--- src/design/optimal_split_strategy_dp_macros.svh ---
// Assertion macros used by the split strategy datapath.
`ifndef OPTIMAL_SPLIT_STRATEGY_DP_MACROS_SVH
`define OPTIMAL_SPLIT_STRATEGY_DP_MACROS_SVH
`ifndef SYNTH
`define OSDP_ASSERT_IMPL(label, clk, rst, ante, cons) \
   label: assert property (@(posedge clk) disable iff (rst) (ante) |-> (cons)) \
      else $error("osdp: same-cycle check failed");
`define OSDP_ASSERT_NEXT(label, clk, rst, ante, cons) \
   label: assert property (@(posedge clk) disable iff (rst) (ante) |=> (cons)) \
      else $error("osdp: next-cycle check failed");
`else
`define OSDP_ASSERT_IMPL(label, clk, rst, ante, cons)
`define OSDP_ASSERT_NEXT(label, clk, rst, ante, cons)
`endif
`endif

--- src/design/osdp_pkg.sv ---
// Types and constants shared by the split strategy controller and datapath.
package osdp_pkg;

   localparam int COST_W    = 32;
   localparam int CFG_W     = 16;
   localparam int LEAF_W    = 7;
   localparam int SPLIT_W   = 6;
   localparam int CSR_IDX_W = 1;

   localparam logic [CSR_IDX_W-1:0] CSR_MULT_COST = 1'd0;
   localparam logic [CSR_IDX_W-1:0] CSR_EVAL_COST = 1'd1;

   typedef struct packed {
      logic load;
      logic cand_issue;
      logic size_commit;
      logic emit_init;
      logic node_read;
      logic pop_read;
      logic pop_load;
      logic out_emit;
      logic out_one;
   } osdp_cmd_type;

   typedef struct packed {
      logic n_one;
      logic cand_last;
      logic pipe_empty;
      logic size_last;
      logic cur_small;
      logic emit_last;
      logic out_free;
   } osdp_status_type;

endpackage

--- src/design/osdp_ctrl.sv ---
// Controller state machine that sequences the table fill and the strategy walk.
module osdp_ctrl (
   input  logic                     clock,
   input  logic                     reset,
   input  logic                     req_valid,
   output logic                     req_ready,
   input  osdp_pkg::osdp_status_type status_i,
   output osdp_pkg::osdp_cmd_type    cmd_o
);
   import osdp_pkg::*;

   localparam logic [2:0] S_IDLE  = 3'd0;
   localparam logic [2:0] S_START = 3'd1;
   localparam logic [2:0] S_CAND  = 3'd2;
   localparam logic [2:0] S_DRAIN = 3'd3;
   localparam logic [2:0] S_NODE  = 3'd4;
   localparam logic [2:0] S_POP   = 3'd5;
   localparam logic [2:0] S_EMIT  = 3'd6;
   localparam logic [2:0] S_ONE   = 3'd7;

   logic [2:0] state_ff;
   logic [2:0] state_in;

   always_comb begin
      state_in  = state_ff;
      cmd_o     = '0;
      req_ready = 1'b0;
      unique case (state_ff)
         S_IDLE: begin
            req_ready = 1'b1;
            if (req_valid) begin
               cmd_o.load = 1'b1;
               state_in   = S_START;
            end
         end
         S_START: begin
            state_in = status_i.n_one ? S_ONE : S_CAND;
         end
         S_CAND: begin
            cmd_o.cand_issue = 1'b1;
            if (status_i.cand_last) begin
               state_in = S_DRAIN;
            end
         end
         S_DRAIN: begin
            // The best split of a size is final once the compare stages drain.
            if (status_i.pipe_empty) begin
               cmd_o.size_commit = 1'b1;
               if (status_i.size_last) begin
                  cmd_o.emit_init = 1'b1;
                  state_in        = S_NODE;
               end else begin
                  state_in = S_CAND;
               end
            end
         end
         S_NODE: begin
            if (status_i.cur_small) begin
               cmd_o.pop_read = 1'b1;
               state_in       = S_POP;
            end else begin
               cmd_o.node_read = 1'b1;
               state_in        = S_EMIT;
            end
         end
         S_POP: begin
            cmd_o.pop_load = 1'b1;
            state_in       = S_NODE;
         end
         S_EMIT: begin
            if (status_i.out_free) begin
               cmd_o.out_emit = 1'b1;
               state_in       = status_i.emit_last ? S_IDLE : S_NODE;
            end
         end
         S_ONE: begin
            if (status_i.out_free) begin
               cmd_o.out_one = 1'b1;
               state_in      = S_IDLE;
            end
         end
         default: begin
            state_in = S_IDLE;
         end
      endcase
   end

   always_ff @(posedge clock) begin
      if (reset) begin
         state_ff <= S_IDLE;
      end else begin
         state_ff <= state_in;
      end
   end

endmodule

--- src/design/osdp_datapath.sv ---
// Datapath: cost and split tables, candidate compare pipeline, subtree stack, result register.
`include "optimal_split_strategy_dp_macros.svh"
module osdp_datapath #(
   parameter int MAX_LEAVES = 64
) (
   input  logic                                  clock,
   input  logic                                  reset,
   input  logic [osdp_pkg::LEAF_W-1:0]           req_leaf_count,
   input  logic                                  csr_write_en,
   input  logic [osdp_pkg::CSR_IDX_W-1:0]        csr_index,
   input  logic [osdp_pkg::CFG_W-1:0]            csr_wdata,
   input  logic                                  rsp_ready,
   output logic                                  rsp_valid,
   output logic [osdp_pkg::SPLIT_W-1:0]          rsp_split,
   output logic [osdp_pkg::SPLIT_W-1:0]          rsp_strategy_length,
   output logic                                  rsp_last,
   input  osdp_pkg::osdp_cmd_type                cmd_i,
   output osdp_pkg::osdp_status_type             status_o
);
   import osdp_pkg::*;

   localparam int SW  = $clog2(MAX_LEAVES + 1);
   localparam int AW  = $clog2(MAX_LEAVES);
   localparam int PRW = SW + CFG_W;
   localparam int TW  = COST_W + 2;

   // Configuration registers.
   logic [CFG_W-1:0] mult_cost_ff, mult_cost_in;
   logic [CFG_W-1:0] eval_cost_ff, eval_cost_in;

   always_comb begin
      mult_cost_in = mult_cost_ff;
      eval_cost_in = eval_cost_ff;
      if (csr_write_en) begin
         unique case (csr_index)
            CSR_MULT_COST: mult_cost_in = csr_wdata;
            CSR_EVAL_COST: eval_cost_in = csr_wdata;
            default: begin
               mult_cost_in = mult_cost_ff;
            end
         endcase
      end
   end

   always_ff @(posedge clock) begin
      if (reset) begin
         mult_cost_ff <= CFG_W'(1);
         eval_cost_ff <= CFG_W'(1);
      end else begin
         mult_cost_ff <= mult_cost_in;
         eval_cost_ff <= eval_cost_in;
      end
   end

   // Leaf count, clamped to the range 1..MAX_LEAVES.
   logic [7:0]    leaf_ext;
   logic [SW-1:0] n_ff, n_in;
   logic [SW-1:0] size_ff, size_in;
   logic [SW-1:0] cand_ff, cand_in;

   assign leaf_ext = {1'b0, req_leaf_count};

   always_comb begin
      n_in    = n_ff;
      size_in = size_ff;
      cand_in = cand_ff;
      if (cmd_i.load) begin
         if (leaf_ext == 8'd0) begin
            n_in = SW'(1);
         end else if (leaf_ext > 8'(MAX_LEAVES)) begin
            n_in = SW'(MAX_LEAVES);
         end else begin
            n_in = SW'(leaf_ext);
         end
         size_in = SW'(2);
         cand_in = SW'(1);
      end else if (cmd_i.size_commit) begin
         size_in = size_ff + SW'(1);
         cand_in = SW'(1);
      end else if (cmd_i.cand_issue) begin
         cand_in = cand_ff + SW'(1);
      end
   end

   always_ff @(posedge clock) begin
      if (reset) begin
         n_ff    <= SW'(1);
         size_ff <= SW'(2);
         cand_ff <= SW'(1);
      end else begin
         n_ff    <= n_in;
         size_ff <= size_in;
         cand_ff <= cand_in;
      end
   end

   // Cost and split tables: one write port, cost has two registered read ports.
   logic [COST_W-1:0] cost_mem [MAX_LEAVES+1];
   logic [SW-1:0]     split_mem [MAX_LEAVES+1];
   logic              tbl_we;
   logic [SW-1:0]     tbl_waddr;
   logic [COST_W-1:0] best_cost_ff, best_cost_in;
   logic [SW-1:0]     best_split_ff, best_split_in;
   logic [COST_W-1:0] tbl_wcost;
   logic [SW-1:0]     tbl_wsplit;

   assign tbl_we     = cmd_i.load | cmd_i.size_commit;
   assign tbl_waddr  = cmd_i.load ? SW'(1) : size_ff;
   assign tbl_wcost  = cmd_i.load ? '0 : best_cost_ff;
   assign tbl_wsplit = cmd_i.load ? '0 : best_split_ff;

   always_ff @(posedge clock) begin
      if (tbl_we) begin
         cost_mem[tbl_waddr]  <= tbl_wcost;
         split_mem[tbl_waddr] <= tbl_wsplit;
      end
   end

   // Stage A: table reads and the two weight products.
   logic [COST_W-1:0] rd_rest_ff, rd_cand_ff;
   logic [SW-1:0]     split_rd_ff;
   logic [PRW-1:0]    pm_ff, pm_in, pe_ff, pe_in;
   logic [SW-1:0]     cand_a_ff;
   logic              va_ff, va_in;
   logic [SW-1:0]     rest;

   assign rest  = size_ff - cand_ff;
   assign pm_in = PRW'(cand_ff) * PRW'(mult_cost_ff);
   assign pe_in = PRW'(rest) * PRW'(eval_cost_ff);
   assign va_in = cmd_i.cand_issue;

   always_ff @(posedge clock) begin
      if (cmd_i.cand_issue) begin
         rd_rest_ff <= cost_mem[rest];
         rd_cand_ff <= cost_mem[cand_ff];
      end
   end

   // The walk reads the split table at the current subtree size.
   logic [SW-1:0] cur_ff, cur_in;

   always_ff @(posedge clock) begin
      if (cmd_i.node_read) begin
         split_rd_ff <= split_mem[cur_ff];
      end
   end

   always_ff @(posedge clock) begin
      pm_ff     <= pm_in;
      pe_ff     <= pe_in;
      cand_a_ff <= cand_ff;
   end

   // Stage B: pairwise sums.
   logic [COST_W:0] sc_ff, sc_in;
   logic [PRW:0]    sp_ff, sp_in;
   logic [SW-1:0]   cand_b_ff;
   logic            vb_ff, vb_in;

   assign sc_in = (COST_W + 1)'(rd_rest_ff) + (COST_W + 1)'(rd_cand_ff);
   assign sp_in = (PRW + 1)'(pm_ff) + (PRW + 1)'(pe_ff);
   assign vb_in = va_ff;

   always_ff @(posedge clock) begin
      sc_ff     <= sc_in;
      sp_ff     <= sp_in;
      cand_b_ff <= cand_a_ff;
   end

   always_ff @(posedge clock) begin
      if (reset) begin
         va_ff <= 1'b0;
         vb_ff <= 1'b0;
      end else begin
         va_ff <= va_in;
         vb_ff <= vb_in;
      end
   end

   // Stage C: final add with saturation and the running minimum.
   // The first split of a size always loads; later ones win only if strictly cheaper.
   logic [TW-1:0]     total;
   logic [COST_W-1:0] total_sat;

   assign total     = TW'(sc_ff) + TW'(sp_ff);
   assign total_sat = (|total[TW-1:COST_W]) ? '1 : total[COST_W-1:0];

   always_comb begin
      best_cost_in  = best_cost_ff;
      best_split_in = best_split_ff;
      if (vb_ff && (cand_b_ff == SW'(1) || total_sat < best_cost_ff)) begin
         best_cost_in  = total_sat;
         best_split_in = cand_b_ff;
      end
   end

   always_ff @(posedge clock) begin
      if (reset) begin
         best_cost_ff  <= '0;
         best_split_ff <= '0;
      end else begin
         best_cost_ff  <= best_cost_in;
         best_split_ff <= best_split_in;
      end
   end

   // Preorder walk: the current subtree is held in a register and only
   // left parts of two or more leaves are pushed.
   logic [SW-1:0] stack_mem [MAX_LEAVES];
   logic [SW-1:0] stk_rd_ff;
   logic [SW-1:0] sp_cnt_ff, sp_cnt_in;
   logic [SW-1:0] sp_dec;
   logic [SW-1:0] cnt_ff, cnt_in;
   logic [SW-1:0] b_sel;
   logic          push;

   assign sp_dec = sp_cnt_ff - SW'(1);
   assign b_sel  = (split_rd_ff == '0 || split_rd_ff >= cur_ff) ? SW'(1) : split_rd_ff;
   assign push   = cmd_i.out_emit && (b_sel >= SW'(2));

   always_ff @(posedge clock) begin
      if (push) begin
         stack_mem[sp_cnt_ff[AW-1:0]] <= b_sel;
      end
      if (cmd_i.pop_read) begin
         stk_rd_ff <= stack_mem[sp_dec[AW-1:0]];
      end
   end

   always_comb begin
      cur_in    = cur_ff;
      sp_cnt_in = sp_cnt_ff;
      cnt_in    = cnt_ff;
      if (cmd_i.emit_init) begin
         cur_in    = n_ff;
         sp_cnt_in = '0;
         cnt_in    = '0;
      end else if (cmd_i.out_emit) begin
         cur_in = cur_ff - b_sel;
         cnt_in = cnt_ff + SW'(1);
         if (push) begin
            sp_cnt_in = sp_cnt_ff + SW'(1);
         end
      end else if (cmd_i.pop_read) begin
         sp_cnt_in = sp_dec;
      end else if (cmd_i.pop_load) begin
         cur_in = stk_rd_ff;
      end
   end

   always_ff @(posedge clock) begin
      if (reset) begin
         cur_ff    <= SW'(1);
         sp_cnt_ff <= '0;
         cnt_ff    <= '0;
      end else begin
         cur_ff    <= cur_in;
         sp_cnt_ff <= sp_cnt_in;
         cnt_ff    <= cnt_in;
      end
   end

   // Result register.
   logic               rsp_valid_ff, rsp_valid_in;
   logic [SPLIT_W-1:0] rsp_split_ff, rsp_split_in;
   logic [SPLIT_W-1:0] rsp_len_ff, rsp_len_in;
   logic               rsp_last_ff, rsp_last_in;
   logic [SW-1:0]      len_full;
   logic               emit_last;

   assign len_full  = n_ff - SW'(1);
   assign emit_last = ((SW + 1)'(cnt_ff) + (SW + 1)'(2)) == (SW + 1)'(n_ff);

   always_comb begin
      rsp_valid_in = rsp_valid_ff & ~rsp_ready;
      rsp_split_in = rsp_split_ff;
      rsp_len_in   = rsp_len_ff;
      rsp_last_in  = rsp_last_ff;
      if (cmd_i.out_emit) begin
         rsp_valid_in = 1'b1;
         rsp_split_in = SPLIT_W'(b_sel);
         rsp_len_in   = SPLIT_W'(len_full);
         rsp_last_in  = emit_last;
      end else if (cmd_i.out_one) begin
         rsp_valid_in = 1'b1;
         rsp_split_in = '0;
         rsp_len_in   = '0;
         rsp_last_in  = 1'b1;
      end
   end

   always_ff @(posedge clock) begin
      if (reset) begin
         rsp_valid_ff <= 1'b0;
      end else begin
         rsp_valid_ff <= rsp_valid_in;
      end
      rsp_split_ff <= rsp_split_in;
      rsp_len_ff   <= rsp_len_in;
      rsp_last_ff  <= rsp_last_in;
   end

   assign rsp_valid           = rsp_valid_ff;
   assign rsp_split           = rsp_split_ff;
   assign rsp_strategy_length = rsp_len_ff;
   assign rsp_last            = rsp_last_ff;

   assign status_o.n_one      = (n_ff == SW'(1));
   assign status_o.cand_last  = (cand_ff == size_ff - SW'(1));
   assign status_o.pipe_empty = ~va_ff & ~vb_ff;
   assign status_o.size_last  = (size_ff == n_ff);
   assign status_o.cur_small  = (cur_ff < SW'(2));
   assign status_o.emit_last  = emit_last;
   assign status_o.out_free   = ~rsp_valid_ff | rsp_ready;

   `OSDP_ASSERT_IMPL(a_cand_in_range, clock, reset, cmd_i.cand_issue, (cand_ff != '0) && (cand_ff < size_ff))
   `OSDP_ASSERT_IMPL(a_commit_drained, clock, reset, cmd_i.size_commit, !va_ff && !vb_ff)
   `OSDP_ASSERT_IMPL(a_popped_internal, clock, reset, cmd_i.pop_load, stk_rd_ff >= SW'(2))
   `OSDP_ASSERT_IMPL(a_cur_bounded, clock, reset, 1'b1, cur_ff <= n_ff)
   `OSDP_ASSERT_NEXT(a_walk_complete, clock, reset, cmd_i.out_emit && emit_last, (cur_ff == SW'(1)) && (sp_cnt_ff == '0))

endmodule

--- src/design/optimal_split_strategy_dp.sv ---
// Top level of the optimal split strategy engine: controller plus datapath.
// A request of leaf count n (0 is taken as 1, values above MAX_LEAVES as MAX_LEAVES) first
// fills the cost and split tables for sizes 2..n by evaluating one candidate split per cycle
// through a three-stage compare pipeline, which drains before the table write of each size.
// The preorder walk then reads the split table once per entry and returns n-1 responses,
// each held back while the output register is full, and takes subtrees back from the stack;
// a request of one leaf returns a single response. A new request is taken only once the walk
// has finished, while the last response may still wait in the output register.
module optimal_split_strategy_dp #(
   parameter int MAX_LEAVES = 64
) (
   input  logic                                  clock,
   input  logic                                  reset,
   input  logic                                  req_valid,
   output logic                                  req_ready,
   input  logic [osdp_pkg::LEAF_W-1:0]           req_leaf_count,
   output logic                                  rsp_valid,
   input  logic                                  rsp_ready,
   output logic [osdp_pkg::SPLIT_W-1:0]          rsp_split,
   output logic [osdp_pkg::SPLIT_W-1:0]          rsp_strategy_length,
   output logic                                  rsp_last,
   input  logic                                  csr_write_en,
   input  logic [osdp_pkg::CSR_IDX_W-1:0]        csr_index,
   input  logic [osdp_pkg::CFG_W-1:0]            csr_wdata
);
   import osdp_pkg::*;

   osdp_cmd_type    cmd;
   osdp_status_type status;

   osdp_ctrl u_ctrl (
      .clock     (clock),
      .reset     (reset),
      .req_valid (req_valid),
      .req_ready (req_ready),
      .status_i  (status),
      .cmd_o     (cmd)
   );

   osdp_datapath #(
      .MAX_LEAVES (MAX_LEAVES)
   ) u_datapath (
      .clock               (clock),
      .reset               (reset),
      .req_leaf_count      (req_leaf_count),
      .csr_write_en        (csr_write_en),
      .csr_index           (csr_index),
      .csr_wdata           (csr_wdata),
      .rsp_ready           (rsp_ready),
      .rsp_valid           (rsp_valid),
      .rsp_split           (rsp_split),
      .rsp_strategy_length (rsp_strategy_length),
      .rsp_last            (rsp_last),
      .cmd_i               (cmd),
      .status_o            (status)
   );

endmodule
--- config.mk ---
export PLATFORM = sky130hd
export DESIGN_NAME = optimal_split_strategy_dp
export DESIGN_NICKNAME = d
export VERILOG_FILES = /design/src/design/osdp_pkg.sv /design/src/design/osdp_ctrl.sv /design/src/design/osdp_datapath.sv /design/src/design/optimal_split_strategy_dp.sv
export VERILOG_INCLUDE_DIRS = /design/src /design/src/design
export SDC_FILE = /design/constraint.sdc
export NUM_CORES = 2
export LEC_CHECK = 0
export BUFFER_PORTS_ARGS = -buffer_cell sky130_fd_sc_hd__buf_2
export CAP_MARGIN = 0
export CORE_ASPECT_RATIO = 0.9
export CORE_MARGIN = 8
export CORE_UTILIZATION = 65
export CTS_BUF_LIST = sky130_fd_sc_hd__clkbuf_8
export DETAILED_ROUTE_END_ITERATION = 6
export GPL_TIMING_DRIVEN = 0
export PLACE_DENSITY = 0.78
export SKIP_LAST_GASP = 1
export SLEW_MARGIN = 20
export SYNTH_ARGS = -nofsm -noshare
export SYNTH_HDL_FRONTEND = slang
export SYNTH_SLANG_ARGS = --single-unit
--- constraint.sdc ---
create_clock -name clock -period 15.2 [get_ports clock]
set_clock_uncertainty 0.05 [all_clocks]
set_input_delay 2.28 -clock clock [delete_from_list [all_inputs] [get_ports clock]]
set_output_delay 2.28 -clock clock [all_outputs]
set_load 0.005 [all_outputs]
# --- Word level (Yosys, flattened, before mapping) ---
# Memories as Yosys holds them, arrays and structs flattened. A register that Yosys moved wholly into a read port is not among the register bits.
# Cells that the tools add are included.
word_totals:
  register_bits: 249
  ramBits: 2983
  output_inout_bits: 15
  mem_count: 3
mem_list:
  columns: ["memory", "words", "word_bits", "read_ports", "rd_clocked_by_memory_dff", "wr", "line", "source"]
  rows:
  - ["u_datapath.cost_mem", 65, 32, 2, 2, 1, "osdp_datapath.sv:98", "logic [COST_W-1:0] cost_mem [MAX_LEAVES+1];"]
  - ["u_datapath.split_mem", 65, 7, 1, 1, 1, "osdp_datapath.sv:99", "logic [SW-1:0] split_mem [MAX_LEAVES+1];"]
  - ["u_datapath.stack_mem", 64, 7, 1, 1, 1, "osdp_datapath.sv:209", "logic [SW-1:0] stack_mem [MAX_LEAVES];"]
op_classes:
  addsub: 13
  n_mul: 2
  magnitude_cmp: 5
  eq_ne: 19
  muxes: 49
  bitwise: 9
  reduce_logical: 19
ops:
  columns: ["cell", "n"]
  rows:
  - ["$mux 7", 12]
  - ["$mux 32", 2]
  - ["$mul 7x16->23", 2]
  - ["$add 33x24->34", 1]
  - ["$add 32x32->33", 1]
  - ["$lt 32x32->1", 1]
  - ["$add 7x1->7 const B", 4]
  - ["$add 23x23->24", 1]
  - ["$mux 3", 8]
  - ["$pmux 3 s8", 1]
  - ["$mux 1", 19]
  - ["$mux 6", 3]
  - ["$eq 7x1->1 const B", 2]
  - ["$eq 7x7->1", 2]
  - ["$sub 7x1->7 const B", 2]
  - ["$sub 7x7->7", 2]
  - ["$eq 3x3->1 const B", 4]
  - ["$ne 2x2->1 const B", 6]
  - ["$add 7x2->8 const B", 1]
  - ["$eq 8x7->1", 1]
  - ["$logic_not 8->1", 1]
  - ["$mux 2", 4]
  - ["$reduce_and 2->1", 4]
  - ["$ge 7x2->1 const B", 1]
  - ["19 further kinds", 31]

# --- Logic depth before layout (Yosys ltp) ---
logic_depth:
  depth_word: 7
  mapped_depth: 30
  ltp_nobuf: 26

# --- Modules after synthesis ---
# A second synthesis with hierarchy kept.
unflattened:
  cells_unflattened: 7886
  hier_area_um2: 153220.7
by_module_without_submodules:
  columns: ["mod", "instances", "cells_each", "area_per_inst_um2", "seq_area_each_um2"]
  rows:
  - ["osdp_datapath", 1, 7843, 152911.7, 96953.0]
  - ["osdp_ctrl", 1, 43, 309.0, 60.1]

# --- Least setup slack after synthesis ---
# Ideal clock, no wire load.
synth_timing:
  path_kind: "register to register"
  from: "register u_datapath.cand_ff[1]"
  to: "register u_datapath.pe_ff[19]"
  setup_ps: 72
  arrival_time_ps: 7557
  slack_ps: 7521
  stages_incl_launch_ff: 29
  period_less_slack_ps: 7679
  cell_sequence: "dfxtp_1 -> clkbuf_1 -> clkbuf_1 -> clkbuf_1 -> clkbuf_1 -> inv_1 -> ha_1 -> a21o_1 -> a21o_1 -> xor2_1 -> clkbuf_1 -> clkbuf_1 -> clkbuf_1 -> and2_1 -> fa_1 -> fa_1 -> fa_1 -> inv_1 -> fa_1 -> inv_1 -> ha_1 -> and2_1 -> o21ai_0 -> o31ai_1 -> o41a_1 -> a31o_2 -> a21o_1 -> a21oi_1 -> xnor2_1"
synth_between:
  elab_chain_cells: 2
synth_rtl:
  columns: ["item", "line", "source"]
  rows:
  - ["from (decl)", "osdp_datapath.sv:59", "logic [SW-1:0] cand_ff, cand_in;"]
  - ["from (signal assigned)", "osdp_datapath.sv:93", "cand_ff <= cand_in;"]
  - ["$sub 7x7->7", "osdp_datapath.sv:127", "assign rest = size_ff - cand_ff;"]
  - ["$mul 7x16->23", "osdp_datapath.sv:129", "assign pe_in = PRW'(rest) * PRW'(eval_cost_ff);"]
  - ["net u_datapath.pe_in[19]", "osdp_datapath.sv:122", "logic [PRW-1:0] pm_ff, pm_in, pe_ff, pe_in;"]
  - ["to (signal assigned)", "osdp_datapath.sv:150", "pe_ff <= pe_in;"]
  - ["to (decl)", "osdp_datapath.sv:122", null]
# The timed path passes the listed nets, and every way through them passes these cells.
# A chain may end at the register's enable or synchronous reset.

# --- Final worst setup path ---
layout_timing:
  from: "register u_datapath.cand_ff[2]"
  to: "register u_datapath.pe_ff[19]"
# The elaborated chain is that of the path after synthesis.

==> metrics.cfg <==
[setup_path]
worst-path-buf-inv = 12
slowest_stage = clkbuf_2
path_max_fanout = 10
critical_path_required_ns = 16.10
start_kind = flop
cp_slowest_stage_delay_ns = 0.81
critPathTopFamily = buffers and inverters
ff2ff_setup_slack_ns = 4.36
crit_type = flop to flop
setup.worst_path.end_class = flop
critPathArrivalTime_ns = 11.74

[clocking]
clock_latency_ns = 1.09
htree_num_levels = 6
tritoncts = built
root_buffer = clkbuf_8
cts.sinks = 3309
ctsHoldBuffers = 0
clk_pin_slew_ns = 0.07
cts_buffer_depth = 4
cts_buffers = 527
postCtsSetupBuffers = 0
cts_resized = 0

[run_status]
status = finished, violations left
violations = design-rule violations

[layout]
final_layout_size_suffix_gt1_share_pct = 32.53
layout.nets = 8987
fill_cells = 12970
area_delta_synth_final_pct = 12.40

[routing]
wire_per_inst_um = 39.04
vias = 90660
first_pass_iters = 7
drc = 3
wirelength_um = 470300
avgViaCountPerCell = 7.525
ant_nets = 0
drt-initial-drc-count = 15360

[timing]
period_share_pct = 71.31
max_slew_margin_pct = 10.66
post-route-min-period_ns = 10.84
setup_violations = 0
rsz0062_at_grt = no
tightest_slew_ns = 1.340
fmax_mhz = 92.26
finalHoldViolations = 0
tns_ns = 0
slew_viol_final = 0

[placement]
place.gp.congestion = 0.9801
io_buffers = 42
dp_hpwl_um = 338100

[synthesis]
yosysWarnings = 0
synth_top_area_share_pct = 60.52
ys_types = 78
netlist_top_cells_count = 3074 x edfxtp_1, 1616 x mux4_2, 327 x nand2_1
synthArstFlopShare_pct = 0
synth_cells = 7800
yosys.area.top_type = edfxtp_1
synth-seq-cells = 3309
post-synth-top-count-cell = edfxtp_1
syn_area_mm2 = 0.1525
netlist_top_cells_area = edfxtp_1 61%, mux4_2 24%, dfxtp_1 3.1%, fa_1 1.9%, ha_1 1.8%
avgSynthCellArea_um2 = 19.55
seq_area_frac_synth_pct = 63.61
syn_nets = 8192
ys.flop_type = edfxtp_1
synth_edf_count = 3074

[power_and_ir_drop]
p_per_area_mw_per_mm2 = 180.0
clkPwrFrac_pct = 22.9
p_total_mw = 30.86
switching_power_mw = 11.39
swShare_pct = 36.91
vdd_drop_max_uv = 175.9
leakage_nw = 56.54
power_frac_seq_pct = 34.6
cell_internal_pwr_mw = 19.47
p_comb_share_pct = 42.5

[worst_hold_path]
hold_path_class = flop to flop

[global_routing]
grt_use_total_pct = 37.36
grt_first_pass_wirelength_um = 658700
grt_pass1_vias = 90820
grt_start_max_net_pins = 66
antenna_found_initial = 45
overflow = 0

[floorplan]
fp.dieH_um = 475.6
fp.dieW_um = 526.6
die-area_mm2 = 0.2504
initial_utilization_pct = 65.43
io_pins = 44
row_count = 168
coreArea_mm2 = 0.2331

[run]
cap_violations = 0

-- power groups by stage --
stage / logic [mW] / clock network, mW / registers, mW
final: 13.1 / 7.05 / 10.7
after global routing: 13.4 / 7.42 / 10.7
after CTS: 12.6 / 7.04 / 10.7
after detailed placement: 12.5 / 0 / 10.9
after global placement: 12.2 / 0 / 10.9
after floorplan: 7.93 / 0 / 10.8
-- worst paths after layout --
check / startpoint / end / cells past startpoint
max: u_datapath.cand_ff[2]$_SDFFE_PP0P_ / u_datapath.pe_ff[19]$_DFF_P_ / 29
min: u_datapath.cand_a_ff[5]$_DFF_P_ / u_datapath.cand_b_ff[5]$_DFF_P_ / 0
max reg2reg: u_datapath.cand_ff[2]$_SDFFE_PP0P_ / u_datapath.pe_ff[19]$_DFF_P_ / 29
min reg2reg: u_datapath.cand_a_ff[5]$_DFF_P_ / u_datapath.cand_b_ff[5]$_DFF_P_ / 0
-- state kept, by name, indices dropped and copies added (netlist names), 16 cells and up --
signal                   flops
u_datapath.eval_cost_ff     16
u_datapath.sc_ff            33
u_datapath.stack_mem       448
u_datapath.rd_rest_ff       32
u_datapath.pm_ff            23
u_datapath.best_cost_ff     32
u_datapath.mult_cost_ff     16
u_datapath.rd_cand_ff       32
u_datapath.pe_ff            23
u_datapath.split_mem       455
u_datapath.sp_ff            24
u_datapath.cost_mem       2080
-- logic make-up after synthesis --
| group | count (synthesis) | synth area share (%) |
|---|---|---|
| flip-flops | 3309 | 63.61 |
| AO/OA/AOI/OAI | 542 | 2.362 |
| adder cells (fa/ha/maj) | 363 | 3.682 |
| multiplexers | 1709 | 24.52 |
| XOR/XNOR | 167 | 0.9590 |
| buffers and inverters | 727 | 1.826 |
| AND/OR/NAND/NOR | 983 | 3.043 |
-- stage by stage --
stage               setup slack [ns]  instances  util, %  hold slack [ns]  area (um2)
floorplan                      7.521       7800        -           0.2596      152500
global placement               1.708      10900    67.16           0.2636      156600
detailed placement             4.340      11120    69.46           0.2628      161900
CTS                            4.305      12040    73.49           0.2454      171300
global route                   4.312      12040    73.53           0.2590      171400
finish                         4.361      12050    73.54           0.2736      171400
-- layout make-up --
cell class	count	area, um2	area share (%)
plain buffers	491	2073	1.209
diodes	9	22.52	0.01314
inverters	236	885.9	0.5167
flip-flops and latches	3309	97010	56.59
well taps	3060	3829	2.233
repair buffers	266	4712	2.749
multi-input cells	3764	53500	31.21
clock inverters	366	1873	1.093
clock buffers	547	7528	4.391
-- metal layers --
metal / up-vias / part of all wire, % / global-route usage (%)
met5: - / 0.071 / 0.6572
met4: 30 / 6.6 / 19.81
met3: 1702 / 17 / 16.02
met2: 8188 / 45 / 56.00
met1: 46580 / 32 / 46.89
li1: 34160 / - / -
-- cell usage in the layout (no fill, tap or decap), types with 59 or more instances in the layout --
cell type     n
nor2_1      169
clkbuf_1    256
nor2_4       92
and2_1      120
ha_1        220
clkbuf_8    547
buf_16       64
mux2_2       63
inv_1       373
a21oi_1     198
edfxtp_1   3074
fa_1        143
nand2_1     326
clkinv_1    116
buf_1        80
a21o_1       73
clkbuf_2     92
buf_2       113
nand3_1      59
mux4_2     1616
dfxtp_1     235
o21ai_0      70
buf_12      117
xnor2_1     109
Note: power is estimated with default switching activity, not from simulation.
